[config.mk]
export PLATFORM = sky130hd
export DESIGN_NAME = keypad_two_digit_code_lock
export DESIGN_NICKNAME = d
export VERILOG_FILES = /design/src/kdl_pkg.sv /design/src/kdl_cfg_regs.sv /design/src/kdl_core.sv /design/src/keypad_two_digit_code_lock.sv
export SDC_FILE = /design/constraint.sdc
export NUM_CORES = 1
export LEC_CHECK = 0
export CAP_MARGIN = 20
export CELL_PAD_IN_SITES_DETAIL_PLACEMENT = 2
export CELL_PAD_IN_SITES_GLOBAL_PLACEMENT = 2
export CORE_MARGIN = 2
export CORE_UTILIZATION = 42
export DETAILED_ROUTE_END_ITERATION = 7
export DONT_BUFFER_PORTS = 1
export HOLD_SLACK_MARGIN = 0.12
export PLACE_DENSITY = 0.82
export SETUP_SLACK_MARGIN = 0.2
export SYNTH_ARGS = -nofsm -noshare
export SYNTH_HDL_FRONTEND = slang
export SYNTH_SLANG_ARGS = --single-unit
[constraint.sdc]
create_clock -name clk -period 4.6 [get_ports clk]
set_input_delay 0.69 -clock clk [delete_from_list [all_inputs] [get_ports clk]]
set_output_delay 0.69 -clock clk [all_outputs]
set_load 0.005 [all_outputs]
[src/kdl_pkg.sv]
package kdl_pkg;

    localparam int CFG_IDX_W = 3;

    // register indexes of the configuration port
    localparam logic [CFG_IDX_W-1:0] REG_FIRST_CODE  = 3'd0;
    localparam logic [CFG_IDX_W-1:0] REG_SECOND_CODE = 3'd1;
    localparam logic [CFG_IDX_W-1:0] REG_UNLOCK      = 3'd2;
    localparam logic [CFG_IDX_W-1:0] REG_BLINK_HALF  = 3'd3;
    localparam logic [CFG_IDX_W-1:0] REG_BLINK_COUNT = 3'd4;

    // lock phases
    localparam logic [1:0] PH_WAIT_FIRST  = 2'd0;
    localparam logic [1:0] PH_WAIT_SECOND = 2'd1;
    localparam logic [1:0] PH_GRANTED     = 2'd2;
    localparam logic [1:0] PH_DENIED      = 2'd3;

    localparam logic [7:0] UNKNOWN_KEY = 8'd63;

    localparam logic [7:0]  RST_FIRST_CODE  = 8'd48;
    localparam logic [7:0]  RST_SECOND_CODE = 8'd53;
    localparam logic [15:0] RST_UNLOCK      = 16'd4000;
    localparam logic [15:0] RST_BLINK_HALF  = 16'd250;
    localparam logic [3:0]  RST_BLINK_COUNT = 4'd8;

    typedef struct packed {
        logic [7:0]  first_code_char;
        logic [7:0]  second_code_char;
        logic [15:0] unlock_ticks;
        logic [15:0] blink_half_ticks;
        logic [3:0]  blink_count;
    } cfg_t;

    typedef struct packed {
        logic       leds_lit;
        logic [7:0] key_char;
        logic [1:0] lock_phase;
    } res_t;

    typedef logic [7:0] key_rom_t [16];

    localparam key_rom_t KEY_ROM = '{
        8'h2A, 8'h30, 8'h23, 8'h44, 8'h37, 8'h38, 8'h39, 8'h43,
        8'h34, 8'h35, 8'h36, 8'h42, 8'h31, 8'h32, 8'h33, 8'h41
    };

    // exactly one key pressed gives its character, anything else '?'
    function automatic logic [7:0] decode_key(input logic [15:0] v);
        logic [3:0] idx;
        logic       single;
        idx = '0;
        single = (v != 16'd0) && ((v & (v - 16'd1)) == 16'd0);
        for (int i = 0; i < 16; i++)
        begin
            if (v[i])
            begin
                idx = 4'(i);
            end
        end
        return single ? KEY_ROM[idx] : UNKNOWN_KEY;
    endfunction

endpackage

[src/kdl_cfg_regs.sv]
module kdl_cfg_regs (
    input  logic                           clk,
    input  logic                           rst_n,
    input  logic                           cfg_valid,
    output logic                           cfg_ready,
    input  logic [kdl_pkg::CFG_IDX_W-1:0]  cfg_index,
    input  logic [15:0]                    cfg_data,
    output kdl_pkg::cfg_t                  cfg
);
    import kdl_pkg::*;

    cfg_t cfg_reg;
    cfg_t cfg_next;

    assign cfg_ready = 1'b1;
    assign cfg = cfg_reg;

    always_comb
    begin
        cfg_next = cfg_reg;
        if (cfg_valid)
        begin
            case (cfg_index)
                REG_FIRST_CODE:  cfg_next.first_code_char  = cfg_data[7:0];
                REG_SECOND_CODE: cfg_next.second_code_char = cfg_data[7:0];
                REG_UNLOCK:      cfg_next.unlock_ticks     = cfg_data;
                REG_BLINK_HALF:  cfg_next.blink_half_ticks = cfg_data;
                REG_BLINK_COUNT: cfg_next.blink_count      = cfg_data[3:0];
                default:         cfg_next = cfg_reg;
            endcase
        end
    end

    always_ff @(posedge clk or negedge rst_n)
    begin
        if (!rst_n)
        begin
            cfg_reg.first_code_char  <= RST_FIRST_CODE;
            cfg_reg.second_code_char <= RST_SECOND_CODE;
            cfg_reg.unlock_ticks     <= RST_UNLOCK;
            cfg_reg.blink_half_ticks <= RST_BLINK_HALF;
            cfg_reg.blink_count      <= RST_BLINK_COUNT;
        end
        else
        begin
            cfg_reg <= cfg_next;
        end
    end

endmodule

[src/kdl_core.sv]
module kdl_core (
    input  logic           clk,
    input  logic           rst_n,
    input  logic           step,
    input  logic           command,
    input  logic [15:0]    first_scan,
    input  logic [15:0]    second_scan,
    input  kdl_pkg::cfg_t  cfg,
    output kdl_pkg::res_t  res
);
    import kdl_pkg::*;

    logic [1:0]  phase_reg;
    logic [1:0]  phase_next;
    logic [7:0]  held_reg;
    logic [7:0]  held_next;
    logic [15:0] tick_reg;
    logic [15:0] tick_next;
    logic [3:0]  blinks_reg;
    logic [3:0]  blinks_next;
    logic        led_reg;
    logic        led_next;

    logic [7:0]  key;
    logic [15:0] tick_inc;
    logic [3:0]  blinks_inc;

    assign tick_inc   = tick_reg + 16'd1;
    assign blinks_inc = blinks_reg + 4'd1;

    always_comb
    begin
        phase_next  = phase_reg;
        held_next   = held_reg;
        tick_next   = tick_reg;
        blinks_next = blinks_reg;
        led_next    = led_reg;
        key         = UNKNOWN_KEY;

        if (!command)
        begin
            key = decode_key(first_scan & second_scan);
            if (key != UNKNOWN_KEY)
            begin
                if (phase_reg == PH_WAIT_FIRST)
                begin
                    held_next  = key;
                    phase_next = PH_WAIT_SECOND;
                end
                else if (phase_reg == PH_WAIT_SECOND)
                begin
                    tick_next   = '0;
                    blinks_next = '0;
                    led_next    = 1'b1;
                    if (held_reg == cfg.first_code_char && key == cfg.second_code_char)
                    begin
                        phase_next = PH_GRANTED;
                    end
                    else
                    begin
                        phase_next = PH_DENIED;
                    end
                end
            end
        end
        else
        begin
            case (phase_reg)
                PH_GRANTED:
                begin
                    tick_next = tick_inc;
                    if (tick_inc >= cfg.unlock_ticks)
                    begin
                        tick_next  = '0;
                        led_next   = 1'b0;
                        phase_next = PH_WAIT_FIRST;
                    end
                end
                PH_DENIED:
                begin
                    tick_next = tick_inc;
                    if (tick_inc >= cfg.blink_half_ticks)
                    begin
                        tick_next = '0;
                        if (led_reg)
                        begin
                            led_next    = 1'b0;
                            blinks_next = blinks_inc;
                            if (blinks_inc >= cfg.blink_count)
                            begin
                                blinks_next = '0;
                                phase_next  = PH_WAIT_FIRST;
                            end
                        end
                        else
                        begin
                            led_next = 1'b1;
                        end
                    end
                end
                default:
                begin
                    // ticks are ignored while waiting for keys
                    phase_next = phase_reg;
                end
            endcase
        end
    end

    assign res.leds_lit   = led_next;
    assign res.key_char   = key;
    assign res.lock_phase = phase_next;

    always_ff @(posedge clk or negedge rst_n)
    begin
        if (!rst_n)
        begin
            phase_reg  <= PH_WAIT_FIRST;
            held_reg   <= '0;
            tick_reg   <= '0;
            blinks_reg <= '0;
            led_reg    <= 1'b0;
        end
        else if (step)
        begin
            phase_reg  <= phase_next;
            held_reg   <= held_next;
            tick_reg   <= tick_next;
            blinks_reg <= blinks_next;
            led_reg    <= led_next;
        end
    end

    a_wait_first_exit: assert property (@(posedge clk) disable iff (!rst_n)
        phase_reg == PH_WAIT_FIRST |=>
            phase_reg == PH_WAIT_FIRST || phase_reg == PH_WAIT_SECOND)
        else $error("phase left first-key wait other than to second-key wait");

    a_dark_while_waiting: assert property (@(posedge clk) disable iff (!rst_n)
        (phase_reg == PH_WAIT_FIRST || phase_reg == PH_WAIT_SECOND) |-> !led_reg)
        else $error("leds lit while waiting for keys");

    a_lit_when_granted: assert property (@(posedge clk) disable iff (!rst_n)
        phase_reg == PH_GRANTED |-> led_reg)
        else $error("leds dark during granted display");

    a_no_move_without_step: assert property (@(posedge clk) disable iff (!rst_n)
        !step |=> $stable(phase_reg) && $stable(led_reg))
        else $error("lock state moved without an item");

endmodule

[src/keypad_two_digit_code_lock.sv]
// channel   | handshake                  | payload
// ----------+----------------------------+-----------------------------------
// sample    | sample_valid, sample_stall | command, first_scan, second_scan
// result    | result_valid, result_stall | leds_lit, key_char, lock_phase
// cfg       | cfg_valid, cfg_ready       | cfg_index, cfg_data
//
// one item per cycle sustained while result_stall is low; result_valid rises once an accepted item
// has passed the input register and then the lock update into the result register
// rst_n clears the lock state, the registers to their defaults and empties both stages
// a stalled result holds the input register, which then stalls the sample side
module keypad_two_digit_code_lock (
    input  logic                           clk,
    input  logic                           rst_n,
    input  logic                           sample_valid,
    output logic                           sample_stall,
    input  logic                           command,
    input  logic [15:0]                    first_scan,
    input  logic [15:0]                    second_scan,
    output logic                           result_valid,
    input  logic                           result_stall,
    output logic                           leds_lit,
    output logic [7:0]                     key_char,
    output logic [1:0]                     lock_phase,
    input  logic                           cfg_valid,
    output logic                           cfg_ready,
    input  logic [kdl_pkg::CFG_IDX_W-1:0]  cfg_index,
    input  logic [15:0]                    cfg_data
);
    import kdl_pkg::*;

    cfg_t cfg;
    res_t res;

    logic        s1_valid_reg;
    logic        s1_valid_next;
    logic        s1_cmd_reg;
    logic [15:0] s1_first_reg;
    logic [15:0] s1_second_reg;
    logic        res_valid_reg;
    logic        res_valid_next;
    res_t        res_reg;

    logic advance;
    logic accept;
    logic step;

    assign advance      = !res_valid_reg || !result_stall;
    assign sample_stall = s1_valid_reg && !advance;
    assign accept       = sample_valid && !sample_stall;
    assign step         = s1_valid_reg && advance;

    assign s1_valid_next  = accept ? 1'b1 : (advance ? 1'b0 : s1_valid_reg);
    assign res_valid_next = step ? 1'b1 : (advance ? 1'b0 : res_valid_reg);

    kdl_cfg_regs u_cfg (
        .clk       (clk),
        .rst_n     (rst_n),
        .cfg_valid (cfg_valid),
        .cfg_ready (cfg_ready),
        .cfg_index (cfg_index),
        .cfg_data  (cfg_data),
        .cfg       (cfg)
    );

    kdl_core u_core (
        .clk         (clk),
        .rst_n       (rst_n),
        .step        (step),
        .command     (s1_cmd_reg),
        .first_scan  (s1_first_reg),
        .second_scan (s1_second_reg),
        .cfg         (cfg),
        .res         (res)
    );

    always_ff @(posedge clk or negedge rst_n)
    begin
        if (!rst_n)
        begin
            s1_valid_reg  <= 1'b0;
            res_valid_reg <= 1'b0;
        end
        else
        begin
            s1_valid_reg  <= s1_valid_next;
            res_valid_reg <= res_valid_next;
        end
    end

    always_ff @(posedge clk)
    begin
        if (accept)
        begin
            s1_cmd_reg    <= command;
            s1_first_reg  <= first_scan;
            s1_second_reg <= second_scan;
        end
        if (step)
        begin
            res_reg <= res;
        end
    end

    assign result_valid = res_valid_reg;
    assign leds_lit     = res_reg.leds_lit;
    assign key_char     = res_reg.key_char;
    assign lock_phase   = res_reg.lock_phase;

endmodule

==> flow_summary_export.csv <==
group,metric,value,unit
sta,fmax,238,MHz
setup_path,critPathLaunchType,"flop",
final_layout,drive_above_1_share,16.5,%
sta,setup_slack,390,ps
global_route,grt-ovfl-total,0,
synthesis,ys_types,63,
setup_path,critPathMaxFanout,8,
setup_path,slowest_stage,"a2111oi_0",
synthesis,synth_fp_nets,740,
placed_design,placedCellCount,848,
floorplanning,num_rows,46,
sta,slew_violations,0,
synthesis,syn_area_per_cell,10.6,µm²
setup_path,cp-end-kind,"flop",
setup_path,critPathTopFamily,"compound AO/OA/AOI/OAI gates",
placed_design,dp_hpwl,14200,µm
placed_design,pre_cts_slack,221,ps
placed_design,portBuffers,0,
global_route,grt_pass1_vias,5908,
synthesis,ys_seq_area_share,50.2,%
sta,finalClockSkew,9.89,ps
sta,period_needed,4210,ps
sta,hold_viol,0,
synthesis,synth_area_leaders,"dfrtp_1 (24%), edfxtp_1 (19%), ha_1 (8.1%)",
synthesis,yosysTopAreaCell,"dfrtp_1",
setup_path,crit_buf_inv,2,
synthesis,async_flop_share,66.1,%
worst_hold_path,holdCritPathClass,"in2async",
run,max_cap_violations,0,
routing,drtAntennaViolNets,0,
clock_tree,htree_levels,4,
setup_path,worstPathArrival,4370,ps
final_layout,instances_no_fill,883,
power_and_ir_drop,p_sw,0.967,mW
synthesis,ys_warn_count,0,
floorplanning,die_y,131,µm
synthesis,synth_ff_type,"dfrtp_1",
floorplanning,die_w,131,µm
final_layout,mostFrequentLayoutCell,"nand2_1",
routing,avgViaCountPerCell,5.80,
sta,worstMarginPinSlew,1020,ps
routing,dr.pass1.iters,4,
status,status,"finished clean",
power_and_ir_drop,p_leak,3.33,nW
setup_path,path_class,"reg2reg",
setup_path,cpMostUsedCell,"o21ai_0",
synthesis,yosys_register_bits,127,
global_route,antenna_found_initial,0,
setup_path,critPathMaxStageDelay,580,ps
routing,routedWlPerCell,23.7,µm
floorplanning,die-area,17200,µm²
clock_tree,clk_path_buf_depth,2,
power_and_ir_drop,comb_power_share,17.0,%
routing,wl,20900,µm
power_and_ir_drop,switching_share,29.1,%
sta,finalSetupTns,0,ps
power_and_ir_drop,pwr-share-clk,39.9,%
sta,whs,160,ps
clock_tree,cts_num_sinks,127,
synthesis,synth_top_cell_area_share,23.9,%
setup_path,path_cells,"a22oi_1 -> buf_4 -> o21ai_0 -> a21oi_1 -> o21a_1 -> inv_1 -> ha_1 -> o21ai_0 -> a21o_1 -> xnor2_1 -> a2111oi_0 -> o2111ai_1 -> a211oi_1 -> nor2_1",
floorplanning,start_util,42.8,%
final_layout,nNetsFinal,755,
global_route,grt_pass1_wl,32700,µm
power_and_ir_drop,p_int,2.35,mW
sta,finalCritPeriodShare,91.5,%
clock_tree,clk_pin_slew,60,ps
clock_tree,clock_latency,440,ps
synthesis,synth-edff-count,43,
power_and_ir_drop,seqPwrFrac,43.1,%
placed_design,gp_congestion,0.817,
final_layout,most-common-layout-cells,"nand2_1 (82), dfrtp_1 (64), inv_1 (45), ha_1 (44), edfxtp_1 (43)",
floorplanning,io_pins,71,
final_layout,antennaDiodeCount,0,
global_route,grtUsageTotal,24.7,%
routing,first_iter_violations,224,
routing,drc,0,
power_and_ir_drop,ir_drop,305,µV
synthesis,netlist_area,6800,µm²
floorplanning,coreArea,15900,µm²
final_layout,syn2layout_area_growth,13.9,%
synthesis,synthCells,639,
sta,grt_setup_unrepaired,"yes",
sta,slew_headroom,31.3,%
clock_tree,numCtsBuffers,17,
global_route,grt_max_degree,85,
sta,setup_viol_count_final,0,
routing,vias,5124,
clock_tree,cts_tree,"yes",
setup_path,cp_data_required_time,4760,ps
clock_tree,root_buffer,"clkbuf_16",
power_and_ir_drop,p_per_area,429,nW/µm²
final_layout,largest_reg_flops,52,
final cells by class:
class | count | area (µm²)
Sequential cell | 127 | 3420
Tap cell | 216 | 270
Multi-Input combinational cell | 452 | 3210
Clock inverter | 14 | 141
Fill cell | 1607 | 8140
Inverter | 45 | 169
Clock buffer | 18 | 429
Timing Repair Buffer | 11 | 114
worst register-to-register path, stage by stage, from the launching register on:
cell and delay (ps):
edfxtp_1 450, a22oi_1 240, buf_4 190, o21ai_0 120
a21oi_1 290, o21a_1 230, inv_1 100, ha_1 330
o21ai_0 150, a21o_1 250, xnor2_1 180, a2111oi_0 580
o2111ai_1 280, a211oi_1 430, nor2_1 130
cell families after synthesis:
group | Yosys count | share of synthesized area (%)
compound gates | 151 | 14.7
simple gates | 191 | 13.8
flops | 127 | 50.2
fa+ha+maj | 47 | 8.53
xor+xnor | 25 | 3.22
other cells | 2 | 0.110
mux | 35 | 5.77
buf+inv | 61 | 3.71
stage by stage:
step | instance area (µm²) | util [%] | total power [mW]
floorplan | 6800 | - | 1.77
global placement | 7060 | 44.4 | 1.89
detailed placement | 7060 | 44.4 | 1.96
CTS | 7670 | 48.3 | 3.34
global route | 7750 | 48.8 | 3.47
finish | 7750 | 48.8 | 3.32
synth_stat cells (9+ instances only):
library cell and instances:
clkbuf_1 10, nor2_1 21, nand2b_1 9, o21ai_0 40
xnor2_1 13, o21ai_1 15, nand2_1 83, a21o_1 11
edfxtp_1 43, dfstp_2 19, xor2_1 12, a21oi_1 24
ha_1 44, and3_1 9, inv_1 45, dfrtp_1 65
mux2_2 34, nand3_1 22
power groups by stage:
stage	Sequential [mW]	Clock, mW	Combinational [mW]
final	1.43	1.32	0.565
after global routing	1.45	1.39	0.631
after CTS	1.43	1.34	0.563
after detailed placement	1.44	0	0.516
after global placement	1.43	0	0.463
after floorplan	1.41	0	0.365
worst paths after layout:
| kind | from | to | slack (ps) | cells after the start |
|---|---|---|---|---|
| worst min register to register | u_cfg.cfg[16] | u_cfg.cfg[16] | 510 | 1 |
| worst max-delay path | s1_first_reg[6] | lock_phase[0] | 390 | 14 |
| worst min-delay path | rst_n | u_cfg.cfg[13] | 160 | 1 |
| worst max register to register | s1_first_reg[6] | lock_phase[0] | 390 | 14 |
| min in group clk | second_scan[14] | s1_second_reg[14] | 350 | 0 |
| max in group asynchronous | rst_n | u_cfg.cfg[10] | 4050 | 1 |
routing by layer:
| metal | vias to the layer above | share of wire [%] | GRT usage [%] |
|---|---|---|---|
| li1 | 2349 | - | - |
| met1 | 2631 | 41 | 28.1 |
| met5 | - | 0 | 0 |
| met2 | 104 | 53 | 44.2 |
| met3 | 40 | 3.5 | 5.79 |
| met4 | 0 | 3.0 | 10.9 |
repair_timing:
action                                  in CTS  in global routing
gates cloned                                 0                  1
endpoints found under the hold margin       84                  0
resized for setup                            4                 10
setup buffers                                0                  0
hold buffers                                 1                  0
pin swaps                                    0                  3
endpoints found under the setup margin      14                 17
No activity file was read; power rests on OpenSTA's default activity.
